--- config.mk ---
export PLATFORM = sky130hd
export DESIGN_NAME = strict_priority_task_queue_flat
export DESIGN_NICKNAME = d
export VERILOG_FILES = /design/src/sv/spq_pkg.sv /design/src/sv/spq_task_if.sv /design/src/sv/strict_priority_task_queue.sv /design/src/sv/spq_ram.sv /design/src/sv/spq_ctrl.sv /design/src/sv/spq_datapath.sv /design/src/flat_wrapper.sv
export VERILOG_INCLUDE_DIRS = /design/src /design/src/sv
export SDC_FILE = /design/constraint.sdc
export NUM_CORES = 2
export LEC_CHECK = 0
export BUFFER_PORTS_ARGS = -buffer_cell sky130_fd_sc_hd__buf_4
export CORE_ASPECT_RATIO = 1.1
export CORE_UTILIZATION = 50
export CTS_BUF_LIST = sky130_fd_sc_hd__clkbuf_4
export CTS_CLUSTER_DIAMETER = 40
export DETAILED_ROUTE_END_ITERATION = 10
export PLACE_DENSITY = 0.66
export SLEW_MARGIN = 40
export SYNTH_ARGS = -nofsm -noshare
export SYNTH_HDL_FRONTEND = slang
export SYNTH_SLANG_ARGS = --single-unit
--- constraint.sdc ---
create_clock -name clk_i -period 11.85 [get_ports clk_i]
set_clock_uncertainty 0.05 [all_clocks]
set_input_delay 0.5925 -clock clk_i [delete_from_list [all_inputs] [get_ports clk_i]]
set_output_delay 0.5925 -clock clk_i [all_outputs]
set_load 0.005 [all_outputs]
--- src/sv/strict_priority_task_queue_macros.svh ---
// assertion macros shared by the task queue modules
// needs nothing else; included by the files that carry checks
`ifndef STRICT_PRIORITY_TASK_QUEUE_MACROS_SVH
`define STRICT_PRIORITY_TASK_QUEUE_MACROS_SVH

// property holds on every clock edge outside reset
`define SPQ_ASSERT(name, clk, rst_n, prop, msg) \
  name: assert property (@(posedge clk) disable iff (!rst_n) (prop)) else $error(msg);

// when pre holds, post holds in the next cycle
`define SPQ_ASSERT_NEXT(name, clk, rst_n, pre, post, msg) \
  name: assert property (@(posedge clk) disable iff (!rst_n) (pre) |=> (post)) else $error(msg);

`endif

--- src/sv/spq_pkg.sv ---
// shared types and constants for the strict priority task queue
// no dependencies; imported by the interfaces, the top, the controller and the datapath
package spq_pkg;

  localparam int unsigned LEVELS_DEF = 3;
  localparam int unsigned DEPTH_DEF  = 16;

  localparam int unsigned CODE_W  = 16;
  localparam int unsigned ARG_W   = 32;
  localparam int unsigned PRIO_W  = 8;
  localparam int unsigned LEVEL_W = 2;
  localparam int unsigned TOTAL_W = 6;

  localparam logic CMD_ENQUEUE = 1'b0;
  localparam logic CMD_DEQUEUE = 1'b1;

  typedef struct packed {
    logic [CODE_W-1:0] code;
    logic [ARG_W-1:0]  arg;
    logic [PRIO_W-1:0] prio;
  } spq_entry_t;

  localparam int unsigned ENTRY_W = $bits(spq_entry_t);

  // commands from the controller to the datapath
  typedef struct packed {
    logic take_enq;
    logic take_deq;
    logic finish_deq;
  } spq_ctl_t;

endpackage

--- src/sv/spq_task_if.sv ---
// handshake channels of the task queue: request in, result out
// depends on spq_pkg for field widths
interface spq_task_if import spq_pkg::*; ();
  logic                     valid;
  logic                     ready;
  logic                     command;
  logic [CODE_W-1:0]        task_code;
  logic [ARG_W-1:0]         task_arg;
  logic signed [PRIO_W-1:0] priority_req;

  modport source (output valid, command, task_code, task_arg, priority_req, input ready);
  modport sink   (input valid, command, task_code, task_arg, priority_req, output ready);
endinterface

interface spq_result_if import spq_pkg::*; ();
  logic                     valid;
  logic                     ready;
  logic                     accepted;
  logic                     task_valid;
  logic [CODE_W-1:0]        task_code_res;
  logic [ARG_W-1:0]         task_arg_res;
  logic signed [PRIO_W-1:0] task_priority;
  logic [LEVEL_W-1:0]       level;
  logic [TOTAL_W-1:0]       total_tasks;

  modport source (output valid, accepted, task_valid, task_code_res, task_arg_res,
                  task_priority, level, total_tasks, input ready);
  modport sink   (input valid, accepted, task_valid, task_code_res, task_arg_res,
                  task_priority, level, total_tasks, output ready);
endinterface

--- src/sv/strict_priority_task_queue.sv ---
// an enqueue result is presented in the cycle after its transfer; a dequeue result passes
// through the registered read of the task store and then the output register
// throughput: one enqueue per cycle while results drain; no request enters in a read
// a result waiting in the output register does not block the next request if drained
// reset (asynchronous, active low) empties every level and opens the queue; the
// task store itself is not cleared and needs no clearing pass
module strict_priority_task_queue import spq_pkg::*; #(
  parameter int unsigned LEVELS = LEVELS_DEF,
  parameter int unsigned DEPTH  = DEPTH_DEF
) (
  input  logic         clk_i,
  input  logic         rst_ni,
  input  logic         cfg_we_i,
  input  logic         cfg_wdata_i,
  spq_task_if.sink     task_i,
  spq_result_if.source result_o
);

  spq_ctl_t ctl;

  spq_ctrl u_ctrl (
    .clk_i        (clk_i),
    .rst_ni       (rst_ni),
    .in_valid_i   (task_i.valid),
    .in_command_i (task_i.command),
    .in_ready_o   (task_i.ready),
    .out_ready_i  (result_o.ready),
    .out_valid_o  (result_o.valid),
    .ctl_o        (ctl)
  );

  spq_datapath #(
    .LEVELS (LEVELS),
    .DEPTH  (DEPTH)
  ) u_datapath (
    .clk_i           (clk_i),
    .rst_ni          (rst_ni),
    .cfg_we_i        (cfg_we_i),
    .cfg_wdata_i     (cfg_wdata_i),
    .ctl_i           (ctl),
    .task_code_i     (task_i.task_code),
    .task_arg_i      (task_i.task_arg),
    .priority_req_i  (task_i.priority_req),
    .accepted_o      (result_o.accepted),
    .task_valid_o    (result_o.task_valid),
    .task_code_res_o (result_o.task_code_res),
    .task_arg_res_o  (result_o.task_arg_res),
    .task_priority_o (result_o.task_priority),
    .level_o         (result_o.level),
    .total_tasks_o   (result_o.total_tasks)
  );

endmodule

--- src/sv/spq_ram.sv ---
// generic single-port-write, single-port-read ram with registered read
// no dependencies
module spq_ram #(
  parameter int unsigned WIDTH = 8,
  parameter int unsigned DEPTH = 16
) (
  input  logic                     clk_i,
  input  logic                     we_i,
  input  logic [$clog2(DEPTH)-1:0] waddr_i,
  input  logic [WIDTH-1:0]         wdata_i,
  input  logic                     re_i,
  input  logic [$clog2(DEPTH)-1:0] raddr_i,
  output logic [WIDTH-1:0]         rdata_o
);

  logic [WIDTH-1:0] mem_q [DEPTH];
  logic [WIDTH-1:0] rdata_q;

  always_ff @(posedge clk_i) begin
    if (we_i) begin
      mem_q[waddr_i] <= wdata_i;
    end
    if (re_i) begin
      rdata_q <= mem_q[raddr_i];
    end
  end

  assign rdata_o = rdata_q;

endmodule

--- src/sv/spq_ctrl.sv ---
// controller of the task queue: handshakes, read wait state, result valid
// depends on spq_pkg and the assertion macro header
`include "strict_priority_task_queue_macros.svh"

module spq_ctrl import spq_pkg::*; (
  input  logic     clk_i,
  input  logic     rst_ni,
  input  logic     in_valid_i,
  input  logic     in_command_i,
  output logic     in_ready_o,
  input  logic     out_ready_i,
  output logic     out_valid_o,
  output spq_ctl_t ctl_o
);

  typedef enum logic {
    S_IDLE,
    S_READ
  } state_e;

  state_e state_q;
  logic   out_valid_q;
  logic   take;

  // a new request may enter while the held result drains in the same cycle
  assign in_ready_o = (state_q == S_IDLE) && (!out_valid_q || out_ready_i);
  assign take       = in_valid_i && in_ready_o;

  assign ctl_o.take_enq   = take && (in_command_i == CMD_ENQUEUE);
  assign ctl_o.take_deq   = take && (in_command_i == CMD_DEQUEUE);
  assign ctl_o.finish_deq = (state_q == S_READ);

  assign out_valid_o = out_valid_q;

  always_ff @(posedge clk_i or negedge rst_ni) begin
    if (!rst_ni) begin
      state_q     <= S_IDLE;
      out_valid_q <= 1'b0;
    end else begin
      case (state_q)
        S_IDLE: begin
          if (ctl_o.take_deq) begin
            state_q <= S_READ;
          end
        end
        S_READ: begin
          state_q <= S_IDLE;
        end
        default: begin
          state_q <= S_IDLE;
        end
      endcase
      if (ctl_o.take_enq || ctl_o.finish_deq) begin
        out_valid_q <= 1'b1;
      end else if (out_ready_i) begin
        out_valid_q <= 1'b0;
      end
    end
  end

  `SPQ_ASSERT(a_read_slot_free, clk_i, rst_ni,
              (state_q != S_READ) || !out_valid_q,
              "result register busy during ram read")
  `SPQ_ASSERT_NEXT(a_deq_waits_read, clk_i, rst_ni, ctl_o.take_deq,
                   (state_q == S_READ) && !in_ready_o,
                   "dequeue did not enter read wait")
  `SPQ_ASSERT_NEXT(a_result_held, clk_i, rst_ni, out_valid_q && !out_ready_i,
                   out_valid_q,
                   "stalled result dropped")

endmodule

--- src/sv/spq_datapath.sv ---
// datapath of the task queue: level pointers and counts, task store, result register
// depends on spq_pkg, spq_ram and the assertion macro header
`include "strict_priority_task_queue_macros.svh"

module spq_datapath import spq_pkg::*; #(
  parameter int unsigned LEVELS = LEVELS_DEF,
  parameter int unsigned DEPTH  = DEPTH_DEF
) (
  input  logic                     clk_i,
  input  logic                     rst_ni,
  input  logic                     cfg_we_i,
  input  logic                     cfg_wdata_i,
  input  spq_ctl_t                 ctl_i,
  input  logic [CODE_W-1:0]        task_code_i,
  input  logic [ARG_W-1:0]         task_arg_i,
  input  logic signed [PRIO_W-1:0] priority_req_i,
  output logic                     accepted_o,
  output logic                     task_valid_o,
  output logic [CODE_W-1:0]        task_code_res_o,
  output logic [ARG_W-1:0]         task_arg_res_o,
  output logic signed [PRIO_W-1:0] task_priority_o,
  output logic [LEVEL_W-1:0]       level_o,
  output logic [TOTAL_W-1:0]       total_tasks_o
);

  localparam int unsigned LW        = $clog2(LEVELS);
  localparam int unsigned PW        = $clog2(DEPTH);
  localparam int unsigned CW        = $clog2(DEPTH + 1);
  localparam int unsigned RAM_DEPTH = LEVELS * (2 ** PW);

  logic               closed_q;
  logic [PW-1:0]      rptr_q [LEVELS];
  logic [PW-1:0]      rptr_d [LEVELS];
  logic [PW-1:0]      wptr_q [LEVELS];
  logic [PW-1:0]      wptr_d [LEVELS];
  logic [CW-1:0]      cnt_q  [LEVELS];
  logic [CW-1:0]      cnt_d  [LEVELS];
  logic [TOTAL_W-1:0] total_q;
  logic [TOTAL_W-1:0] total_d;

  logic [LW-1:0]      lvl_in;
  logic               enq_ok;
  logic               pick_hit;
  logic [LW-1:0]      pick_lvl;
  logic               deq_ok;
  logic               hit_q;
  logic [LW-1:0]      sel_lvl_q;

  spq_entry_t         wr_entry;
  spq_entry_t         rd_entry;

  logic                     accepted_q;
  logic                     task_valid_q;
  logic [CODE_W-1:0]        code_res_q;
  logic [ARG_W-1:0]         arg_res_q;
  logic signed [PRIO_W-1:0] prio_res_q;
  logic [LEVEL_W-1:0]       level_q;
  logic [TOTAL_W-1:0]       total_res_q;

  logic [TOTAL_W-1:0] level_sum;
  logic               level_over;

  // clamp the signed request onto a level, negative goes to level 0, the highest priority
  always_comb begin
    if (priority_req_i[PRIO_W-1]) begin
      lvl_in = '0;
    end else if ({1'b0, priority_req_i[PRIO_W-2:0]} >= PRIO_W'(LEVELS)) begin
      lvl_in = LW'(LEVELS - 1);
    end else begin
      lvl_in = priority_req_i[LW-1:0];
    end
  end

  assign enq_ok = ctl_i.take_enq && (task_code_i != '0) && !closed_q &&
                  (cnt_q[lvl_in] != CW'(DEPTH));

  // lowest numbered non-empty level wins
  always_comb begin
    pick_hit = 1'b0;
    pick_lvl = '0;
    for (int l = LEVELS - 1; l >= 0; l--) begin
      if (cnt_q[l] != '0) begin
        pick_hit = 1'b1;
        pick_lvl = LW'(l);
      end
    end
  end

  assign deq_ok = ctl_i.take_deq && pick_hit;

  always_comb begin
    for (int l = 0; l < LEVELS; l++) begin
      wptr_d[l] = wptr_q[l];
      rptr_d[l] = rptr_q[l];
      cnt_d[l]  = cnt_q[l];
      if (enq_ok && (lvl_in == LW'(l))) begin
        wptr_d[l] = (wptr_q[l] == PW'(DEPTH - 1)) ? '0 : wptr_q[l] + 1'b1;
        cnt_d[l]  = cnt_q[l] + 1'b1;
      end
      if (deq_ok && (pick_lvl == LW'(l))) begin
        rptr_d[l] = (rptr_q[l] == PW'(DEPTH - 1)) ? '0 : rptr_q[l] + 1'b1;
        cnt_d[l]  = cnt_q[l] - 1'b1;
      end
    end
  end

  // the held total wraps the same way the reported field does
  always_comb begin
    total_d = total_q;
    if (enq_ok) begin
      total_d = total_q + 1'b1;
    end else if (deq_ok) begin
      total_d = total_q - 1'b1;
    end
  end

  always_ff @(posedge clk_i or negedge rst_ni) begin
    if (!rst_ni) begin
      closed_q <= 1'b0;
      total_q  <= '0;
      for (int l = 0; l < LEVELS; l++) begin
        rptr_q[l] <= '0;
        wptr_q[l] <= '0;
        cnt_q[l]  <= '0;
      end
    end else begin
      if (cfg_we_i) begin
        closed_q <= cfg_wdata_i;
      end
      total_q <= total_d;
      for (int l = 0; l < LEVELS; l++) begin
        rptr_q[l] <= rptr_d[l];
        wptr_q[l] <= wptr_d[l];
        cnt_q[l]  <= cnt_d[l];
      end
    end
  end

  assign wr_entry.code = task_code_i;
  assign wr_entry.arg  = task_arg_i;
  assign wr_entry.prio = priority_req_i;

  spq_ram #(
    .WIDTH (ENTRY_W),
    .DEPTH (RAM_DEPTH)
  ) u_ram (
    .clk_i   (clk_i),
    .we_i    (enq_ok),
    .waddr_i ({lvl_in, wptr_q[lvl_in]}),
    .wdata_i (wr_entry),
    .re_i    (deq_ok),
    .raddr_i ({pick_lvl, rptr_q[pick_lvl]}),
    .rdata_o (rd_entry)
  );

  // result register, loaded at the enqueue transfer or when ram data lands
  always_ff @(posedge clk_i) begin
    if (ctl_i.take_deq) begin
      hit_q     <= pick_hit;
      sel_lvl_q <= pick_lvl;
    end
    if (ctl_i.take_enq) begin
      accepted_q   <= enq_ok;
      task_valid_q <= 1'b0;
      code_res_q   <= '0;
      arg_res_q    <= '0;
      prio_res_q   <= '0;
      level_q      <= '0;
      total_res_q  <= total_d;
    end else if (ctl_i.finish_deq) begin
      accepted_q   <= 1'b0;
      task_valid_q <= hit_q;
      code_res_q   <= hit_q ? rd_entry.code : '0;
      arg_res_q    <= hit_q ? rd_entry.arg : '0;
      prio_res_q   <= hit_q ? rd_entry.prio : '0;
      level_q      <= hit_q ? LEVEL_W'(sel_lvl_q) : '0;
      total_res_q  <= total_q;
    end
  end

  assign accepted_o      = accepted_q;
  assign task_valid_o    = task_valid_q;
  assign task_code_res_o = code_res_q;
  assign task_arg_res_o  = arg_res_q;
  assign task_priority_o = prio_res_q;
  assign level_o         = level_q;
  assign total_tasks_o   = total_res_q;

  always_comb begin
    level_sum  = '0;
    level_over = 1'b0;
    for (int l = 0; l < LEVELS; l++) begin
      level_sum = level_sum + TOTAL_W'(cnt_q[l]);
      if (cnt_q[l] > CW'(DEPTH)) begin
        level_over = 1'b1;
      end
    end
  end

  `SPQ_ASSERT(a_total_matches_levels, clk_i, rst_ni, total_q == level_sum,
              "total count differs from level counts")
  `SPQ_ASSERT(a_level_in_bounds, clk_i, rst_ni, !level_over,
              "level count above depth")
  `SPQ_ASSERT_NEXT(a_deq_drops_total, clk_i, rst_ni, deq_ok,
                   total_q == $past(total_q) - TOTAL_W'(1),
                   "dequeue did not lower total")

endmodule
--- src/flat_wrapper.sv ---
// flat-port wrapper written by rule: the top's interface ports become plain ports
module strict_priority_task_queue_flat import spq_pkg::*;
#(
  parameter int unsigned LEVELS = LEVELS_DEF,
  parameter int unsigned DEPTH  = DEPTH_DEF
)
  (clk_i, rst_ni, cfg_we_i, cfg_wdata_i, task_i_valid, task_i_command, task_i_task_code, task_i_task_arg, task_i_priority_req, task_i_ready, result_o_valid, result_o_accepted, result_o_task_valid, result_o_task_code_res, result_o_task_arg_res, result_o_task_priority, result_o_level, result_o_total_tasks, result_o_ready);
  spq_task_if task_i_i ();
  spq_result_if result_o_i ();
  input  logic clk_i;
  input  logic rst_ni;
  input  logic cfg_we_i;
  input  logic cfg_wdata_i;
  input wire logic [$bits(task_i_i.valid)-1:0] task_i_valid;
  input wire logic [$bits(task_i_i.command)-1:0] task_i_command;
  input wire logic [$bits(task_i_i.task_code)-1:0] task_i_task_code;
  input wire logic [$bits(task_i_i.task_arg)-1:0] task_i_task_arg;
  input wire logic [$bits(task_i_i.priority_req)-1:0] task_i_priority_req;
  output wire logic [$bits(task_i_i.ready)-1:0] task_i_ready;
  output wire logic [$bits(result_o_i.valid)-1:0] result_o_valid;
  output wire logic [$bits(result_o_i.accepted)-1:0] result_o_accepted;
  output wire logic [$bits(result_o_i.task_valid)-1:0] result_o_task_valid;
  output wire logic [$bits(result_o_i.task_code_res)-1:0] result_o_task_code_res;
  output wire logic [$bits(result_o_i.task_arg_res)-1:0] result_o_task_arg_res;
  output wire logic [$bits(result_o_i.task_priority)-1:0] result_o_task_priority;
  output wire logic [$bits(result_o_i.level)-1:0] result_o_level;
  output wire logic [$bits(result_o_i.total_tasks)-1:0] result_o_total_tasks;
  input wire logic [$bits(result_o_i.ready)-1:0] result_o_ready;
  assign task_i_i.valid = task_i_valid;
  assign task_i_i.command = task_i_command;
  assign task_i_i.task_code = task_i_task_code;
  assign task_i_i.task_arg = task_i_task_arg;
  assign task_i_i.priority_req = task_i_priority_req;
  assign task_i_ready = task_i_i.ready;
  assign result_o_valid = result_o_i.valid;
  assign result_o_accepted = result_o_i.accepted;
  assign result_o_task_valid = result_o_i.task_valid;
  assign result_o_task_code_res = result_o_i.task_code_res;
  assign result_o_task_arg_res = result_o_i.task_arg_res;
  assign result_o_task_priority = result_o_i.task_priority;
  assign result_o_level = result_o_i.level;
  assign result_o_total_tasks = result_o_i.total_tasks;
  assign result_o_i.ready = result_o_ready;
  strict_priority_task_queue #(.LEVELS(LEVELS), .DEPTH(DEPTH)) u_core (.clk_i(clk_i), .rst_ni(rst_ni), .cfg_we_i(cfg_we_i), .cfg_wdata_i(cfg_wdata_i), .task_i(task_i_i), .result_o(result_o_i));
endmodule
## Word-level counts from Yosys, hierarchy flattened

Memory sizes are Yosys's and may differ from the RTL's. A register that Yosys moved wholly into a read port is not among the register bits.
Cells that the tools add are included.

| cells by class | value |
|---|---|
| add/sub/neg operators | 14 |
| order comparisons | 3 |
| equality and inequality tests | 11 |
| mux-type cells | 45 |
| bitwise logic cells | 4 |
| reduce and logical (&&, ||, !) cells | 29 |

Operators with widths:

| kind | number |
|---|---|
| 4-bit two-way mux | 10 |
| 5-bit two-way mux | 8 |
| 32-bit two-way mux | 1 |
| 4-bit by 1-bit adder with 4-bit output (second input constant) | 6 |
| 4-bit == test (second input constant) | 6 |
| 6-bit two-way mux | 4 |
| 4-bit binary-select mux with 2-bit select | 2 |
| 16-bit two-way mux | 1 |
| 16-bit nonzero test | 1 |
| 5-bit by 1-bit adder with 5-bit output (second input constant) | 3 |
| 5-bit nonzero test | 3 |
| 5-bit by 1-bit subtractor with 5-bit output (second input constant) | 3 |
| 1-bit logical AND | 14 |
| 2-bit two-way mux | 6 |
| 5-bit binary-select mux with 2-bit select | 1 |
| 1-bit two-way mux | 10 |
| 2-bit nonzero test | 5 |
| 8-bit two-way mux | 1 |
| 7-bit by 2-bit greater-or-equal comparator with 1-bit output (second input constant) | 1 |
| 6-bit by 1-bit adder with 6-bit output (second input constant) | 1 |
| 3-bit greater-or-equal comparator (second input constant) | 2 |
| 2-bit NOT with 3-bit output | 2 |
| 6-bit by 1-bit subtractor with 6-bit output (second input constant) | 1 |
| 5-bit inequality test (second input constant) | 1 |
| 7 further kinds | 13 |

| storage, ports and cells | value |
|---|---|
| flip-flop bits (word level) | 117 |
| RAM bits | 2688 |
| bits of input ports | 63 |
| output and inout port bits | 68 |
| logic and storage cells | 129 |
| memories | 1 |

Memory list:

| name | words | bits a word | rd ports | clocked after memory_dff | wr ports | line | source |
|---|---|---|---|---|---|---|---|
| u_core.u_datapath.u_ram.mem_q | 48 | 56 | 1 | 1 | 1 | spq_ram.sv:16 | `logic [WIDTH-1:0] mem_q [DEPTH];` |

## Longest topological paths before layout

| depth | value |
|---|---|
| depth after elaboration | 12 |
| depth in mapped cells | 14 |
| gate-level depth less buffers | 11 |

## Modules after synthesis

From an unflattened synthesis, not the netlist that was laid out.

| unflattened totals | value |
|---|---|
| cell total of the unflattened synthesis | 4913 |
| area total of the unflattened synthesis | 109313.6 um2 |

By module, submodules not included:

| module | instances | cells an instance | area an instance (um2) | seq. area each (um2) |
|---|---|---|---|---|
| spq_ram | 1 | 4452 | 104047.3 | 82399.0 |
| spq_datapath | 1 | 450 | 5157.4 | 2632.5 |
| spq_ctrl | 1 | 11 | 108.9 | 50.0 |

## Worst setup path after synthesis

Ideal clock, no wire load.

| timing | value |
|---|---|
| path type | input-to-reg |
| from | in task_i_priority_req[1] |
| to | mem u_core.u_datapath.u_ram.mem_q[19][0] (netlist name) (enable) |
| setup time | 0.470 ns |
| data arrival time | 4.791 ns |
| required time | 11.330 ns |
| slack | 6.539 ns |
| cell stages on the path | 10 |
| path buffers | 2 |
| cell sequence | nor4_1 > nand2_1 > nand3_1 > a21oi_1 > a2111oi_0 > buf_2 > and3b_1 > buf_2 > nand2_1 > nor2_1 |

| on the way | value |
|---|---|
| longest elaborated chain between the ends | 11 |
| elaborated cells on any way between the ends | 14 |
| those cells by class | order compare (1); eq/ne (1); mux (10); bitwise (1); reduce/logical (1) |

Ends and longest elaborated chain:

| item | line | source |
|---|---|---|
| start: declaration | flat_wrapper.sv:18 | `input wire logic [$bits(task_i_i.priority_req)-1:0] task_i_priority_req;` |
| 7-bit by 2-bit greater-or-equal comparator with 1-bit output | spq_datapath.sv:67 | `end else if ({1'b0, priority_req_i[PRIO_W-2:0]} >= PRIO_W'(LEVELS)) begin` |
| 2-bit two-way mux * | spq_datapath.sv:67 |  |
| 2-bit two-way mux * | spq_datapath.sv:65 | `if (priority_req_i[PRIO_W-1]) begin` |
| 2-bit NOT with 3-bit output (not written as such) | spq_datapath.sv:75, spq_datapath.sv:149 |  |
| 5-bit binary-select mux with 2-bit select | spq_datapath.sv:75 | `(cnt_q[lvl_in] != CW'(DEPTH));` |
| 5-bit two-way mux (not written as such) (2 in a row) | spq_datapath.sv:75 |  |
| 5-bit inequality test | spq_datapath.sv:75 |  |
| 1-bit logical AND | spq_datapath.sv:74 | `assign enq_ok = ctl_i.take_enq && (task_code_i != '0) && !closed_q &&` |
| 1-bit two-way mux | spq_ram.sv:20 | `if (we_i) begin` |
| 1-bit two-way mux (not written as such) | spq_ram.sv:21 | `mem_q[waddr_i] <= wdata_i;` |
| end: declaration | spq_ram.sv:16 |  |

Every way passes the cells marked *; elsewhere a longest branch is shown, timed or not. The select of a mux whose other input is x is not followed.

## Worst setup path in the final report

| timing | value |
|---|---|
| from | reg u_core.u_datapath.cnt_q[8] (netlist name) |
| to | reg u_core.u_datapath.u_ram.rdata_q[37] (netlist: u_core.u_datapath.u_ram.rdata_o[37]) (read register of u_core.u_datapath.u_ram.mem_q) (data pin) |

| on the way | value |
|---|---|
| longest elaborated chain between the ends | 7 |
| elaborated cells on any way between the ends | 10 |
| those cells by class | mux (7); bitwise (1); reduce/logical (2) |

Ends and longest elaborated chain:

| item | line | source |
|---|---|---|
| start: declaration | spq_datapath.sv:36 | `logic [CW-1:0] cnt_q [LEVELS];` |
| start signal: indexed assignment | spq_datapath.sv:134 | `cnt_q[l] <= cnt_d[l];` |
| 5-bit nonzero test * | spq_datapath.sv:82 | `if (cnt_q[l] != '0) begin` |
| 2-bit two-way mux (2 in a row) | spq_datapath.sv:82 |  |
| 2-bit NOT with 3-bit output (not written as such) | spq_datapath.sv:152 | `.raddr_i ({pick_lvl, rptr_q[pick_lvl]}),` |
| 4-bit binary-select mux with 2-bit select | spq_datapath.sv:152 |  |
| 4-bit two-way mux (not written as such) (2 in a row) | spq_datapath.sv:152 |  |
| end: declaration | spq_ram.sv:17 | `logic [WIDTH-1:0] rdata_q;` |

Marked as above.
A chain may end at the register's enable or synchronous reset.

==> results.toml <==
[clock_tree]
cts_tree = "done"
htree_levels = 6
hold_buffers = 82
cts_setup_buffers = 0
clk_pin_slew_ns = 0.07
cts_sinks = 2861
cts_resized = 0
clockRootBuffer = "clkbuf_4"
clockBufferDepth = 4
cts_buffers = 709
worst_skew_pair.late_latency_ns = 1.45

[setup_path]
reg2reg_slack_ns = 6.20
critPathMaxFanout = 50
end_kind = "flop"
ff2ff_path_depth = 11
cp.required_ns = 12.94
cp.arrival_ns = 6.73
reg2reg_to = "u_core.u_datapath.u_ram.rdata_o[37]$_DFFE_PN_"
r2r-start = "u_core.u_datapath.cnt_q[8]$_DFFE_PN0P_"
critPathLaunch = "u_core.u_datapath.cnt_q[8]$_DFFE_PN0P_"
crit_end = "u_core.u_datapath.u_ram.rdata_o[37]$_DFFE_PN_"
path_class = "reg -> reg"
start_kind = "flop"

[synth]
synthDistinctLibCells = 64
syn_area_per_cell_sq_um = 14.2
syn_inst = 7790
yosysSeqAreaShare_pct = 76.8
synth_edf_count = 2754
ys_async_sr_fraction_pct = 1.68
yosys.area.top_type = "edfxtp_1"
netlist_area_sq_um = 111000
synth_nets = 7873
yosysWarnings = 0
synth_area_leaders = "edfxtp_1 (75%), nand2_1 (7.2%), nand3_1 (4.2%)"
synth_top_area_share_pct = 74.6
synth_ff_type = "edfxtp_1"
synth.top_cells.by_count = "edfxtp_1 (2,754), nand2_1 (2,126), nand3_1 (933), mux2i_1 (278), buf_2 (247)"
synth_seq_cells = 2861
post-synth-top-count-cell = "edfxtp_1"

[pwr]
p_clk_share_pct = 29.3
p_comb_share_pct = 29.0
power.internal_w = 0.0179
power_per_cell_area_nw_per_um2 = 221
sw_frac_of_total_pct = 35.5
power_w = 0.0277
p_seq_share_pct = 41.8
ir_worst_vdd_mv = 0.272
p_sw_w = 0.00982
p_leak_nw = 42.9

[sta]
fin_crit_sh_pct = 47.6
setup_viol = 0
drv_slew = 0
finalHoldViolations = 0
fin_crit_ns = 5.65
maxSlewHeadroom_pct = 37.6
tns_ns = 0
max_freq_mhz = 177
worst_slew_pin_slew_ns = 0.936
rsz0062_at_grt = "no"

[die]
die_h_microns = 496
core_sq_um = 220000
dieArea_sq_um = 224000
die_w_microns = 451
rows = 180
ios = 131
initial_core_util_pct = 50.5

[detailed_routing]
drt_iter0_drc = 10069
drt_first_pass_iters = 11
num_vias = 72472
routed_wl_mm = 334
via_per_inst = 6.14
final_antenna_net_count = 0
drc = 12
avgRoutedWirePerCell_microns = 28.3

[global_route]
grt_usage_pct = 29.5
antenna_found_initial = 20
grt_pass1_wl_mm = 477
grt_pass1_vias = 69869
grt_max_degree = 165
grt_overflow = 0

[status]
failed_checks = "DRC"
status = "finished, violations left"

[placed_design]
io_buffers = 130
hpwl_mm = 169
gp_congestion = 0.841
placed_cells = 10513

[finish]
layout.nets = 8481
drive_above_1_share_pct = 16.6
area_delta_synth_final_pct = 12.9
fin_cells = 11807
fin_util_pct = 57.0

[hold_path]
hold_class = "in -> reg"

[run]
cap_violations = 0
==> placed cells by master, fill, tap and decap left out, types with 12 or more instances in the layout <==
master / synthesis / layout
and4_1: 18 / 18
clkinv_1: 0 / 117
nand4_1: 113 / 113
buf_8: 0 / 15
a32oi_1: 211 / 211
o211ai_1: 19 / 19
clkinv_2: 0 / 12
dlygate4sd3_1: 0 / 81
or2_1: 36 / 36
inv_1: 17 / 16
nand2_1: 2126 / 2123
mux2_2: 15 / 15
a21oi_1: 108 / 108
xnor2_1: 20 / 20
diode_2: 0 / 13
o21ai_0: 21 / 21
buf_6: 21 / 34
buf_16: 0 / 14
clkbuf_4: 0 / 1041
buf_4: 25 / 218
dfrtp_1: 48 / 48
ha_1: 17 / 17
mux2i_1: 278 / 278
a41oi_1: 19 / 19
a22oi_1: 23 / 23
a221oi_1: 36 / 36
nor2_4: 7 / 59
buf_12: 0 / 14
a21o_1: 13 / 13
o22ai_1: 35 / 35
a31oi_1: 181 / 181
a22o_1: 58 / 58
edfxtp_1: 2754 / 2754
dfxtp_1: 59 / 59
nand3_1: 933 / 933
==> worst max-delay path, cell delays in order, from the launching register on <==
cell       delay, ns
dfrtp_1         0.42
nor4_1          0.72
o2111ai_1       0.23
a21oi_1         0.45
nand2b_4        0.55
buf_4           0.62
buf_4           0.76
mux2i_1         0.28
a32oi_1         0.09
a32oi_1         0.49
nand3_1         0.28
or2_1           0.30
==> layout make-up <==
type,count,area [sq um]
fillers,17327,94500
flip-flops and latches,2861,85100
multi-input cells,4432,23800
clock buffers,1041,7820
repair buffers,377,3750
well taps,2912,3640
clock inverters,154,898
inverters,17,66.3
diodes,13,32.5
==> worst min-delay path by stage <==
stage,from,end,slack [ns],cells past startpoint
6_report,task_i_priority_req[5],u_core.u_datapath.u_ram.mem_q[44][5]$_DFFE_PP_,0.17,2
5_1_grt,task_i_task_code[3],u_core.u_datapath.u_ram.mem_q[39][43]$_DFFE_PP_,0.09,2
4_1_cts,task_i_task_code[13],u_core.u_datapath.u_ram.mem_q[2][53]$_DFFE_PP_,0.006,2
3_5_place_dp,u_core.u_datapath.sel_lvl_q[1]$_DFFE_PN_,u_core.u_datapath.level_o[1]$_SDFFE_PP0P_,0.39,1
3_3_place_gp,u_core.u_datapath.task_valid_o$_SDFFE_PP0P_,u_core.u_datapath.task_valid_o$_SDFFE_PP0P_,0.39,1
2_1_floorplan,rst_ni,u_core.u_ctrl.out_valid_o$_DFFE_PN0P_,0.25,0
==> power by group through the flow <==
stage	logic, W	registers (W)	clock network (W)
detailed placement	0.00782	0.0118	0
global placement	0.00764	0.0118	0
global route	0.00855	0.0116	0.00872
finish	0.00802	0.0116	0.00810
floorplan	0.00535	0.0117	0
CTS	0.00786	0.0116	0.00820
==> logic make-up (layout without fill, tap and decap cells) <==
kind of cell               count (synthesis)  after routing  share of synthesized area, %
AOI/OAI and AO/OA                        752            752                          4.95
xor gates and xnor gates                  28             28                         0.221
adders and majority gates                 20             20                         0.246
buffers and inverters                    497           1589                          2.19
DFF                                     2861           2861                          76.8
muxes                                    293            293                          2.66
other                                      0             13                             0
and+or+nand+nor                         3339           3339                          13.0
==> metal layers <==
| layer | routed length [microns] | vias up | track usage, % | part of all wire (%) |
|---|---|---|---|---|
| li1 | - | 30883 | - | - |
| met1 | 127000 | 36055 | 39.5 | 38 |
| met2 | 157000 | 4824 | 46.3 | 47 |
| met3 | 38200 | 698 | 6.78 | 11 |
| met4 | 12100 | 12 | 12.8 | 3.6 |
| met5 | 80 | - | 0 | 0.024 |
==> registers in the layout, indices dropped and copies added (netlist names) <==
register                           count
u_core.u_ctrl.out_valid_o              1
u_core.u_ctrl.state_q                  1
u_core.u_datapath.accepted_o           1
u_core.u_datapath.closed_q             1
u_core.u_datapath.cnt_q               15
u_core.u_datapath.hit_q                1
u_core.u_datapath.level_o              2
u_core.u_datapath.rptr_q              12
u_core.u_datapath.sel_lvl_q            2
u_core.u_datapath.task_arg_res_o      32
u_core.u_datapath.task_code_res_o     16
u_core.u_datapath.task_priority_o      8
u_core.u_datapath.task_valid_o         1
u_core.u_datapath.total_q              6
u_core.u_datapath.total_tasks_o        6
u_core.u_datapath.u_ram.mem_q       2688
u_core.u_datapath.u_ram.rdata_o       56
u_core.u_datapath.wptr_q              12
==> through the flow <==
stage                     hold WS [ns]  area, sq um  worst slack, ns
after global placement           0.389       115000             5.99
after floorplan                  0.247       111000             6.54
final                            0.174       125000             6.20
after global routing            0.0872       125000             6.05
after CTS                      0.00582       125000             6.20
after detailed placement         0.394       115000             6.25
(Power assumes the default switching activity.)
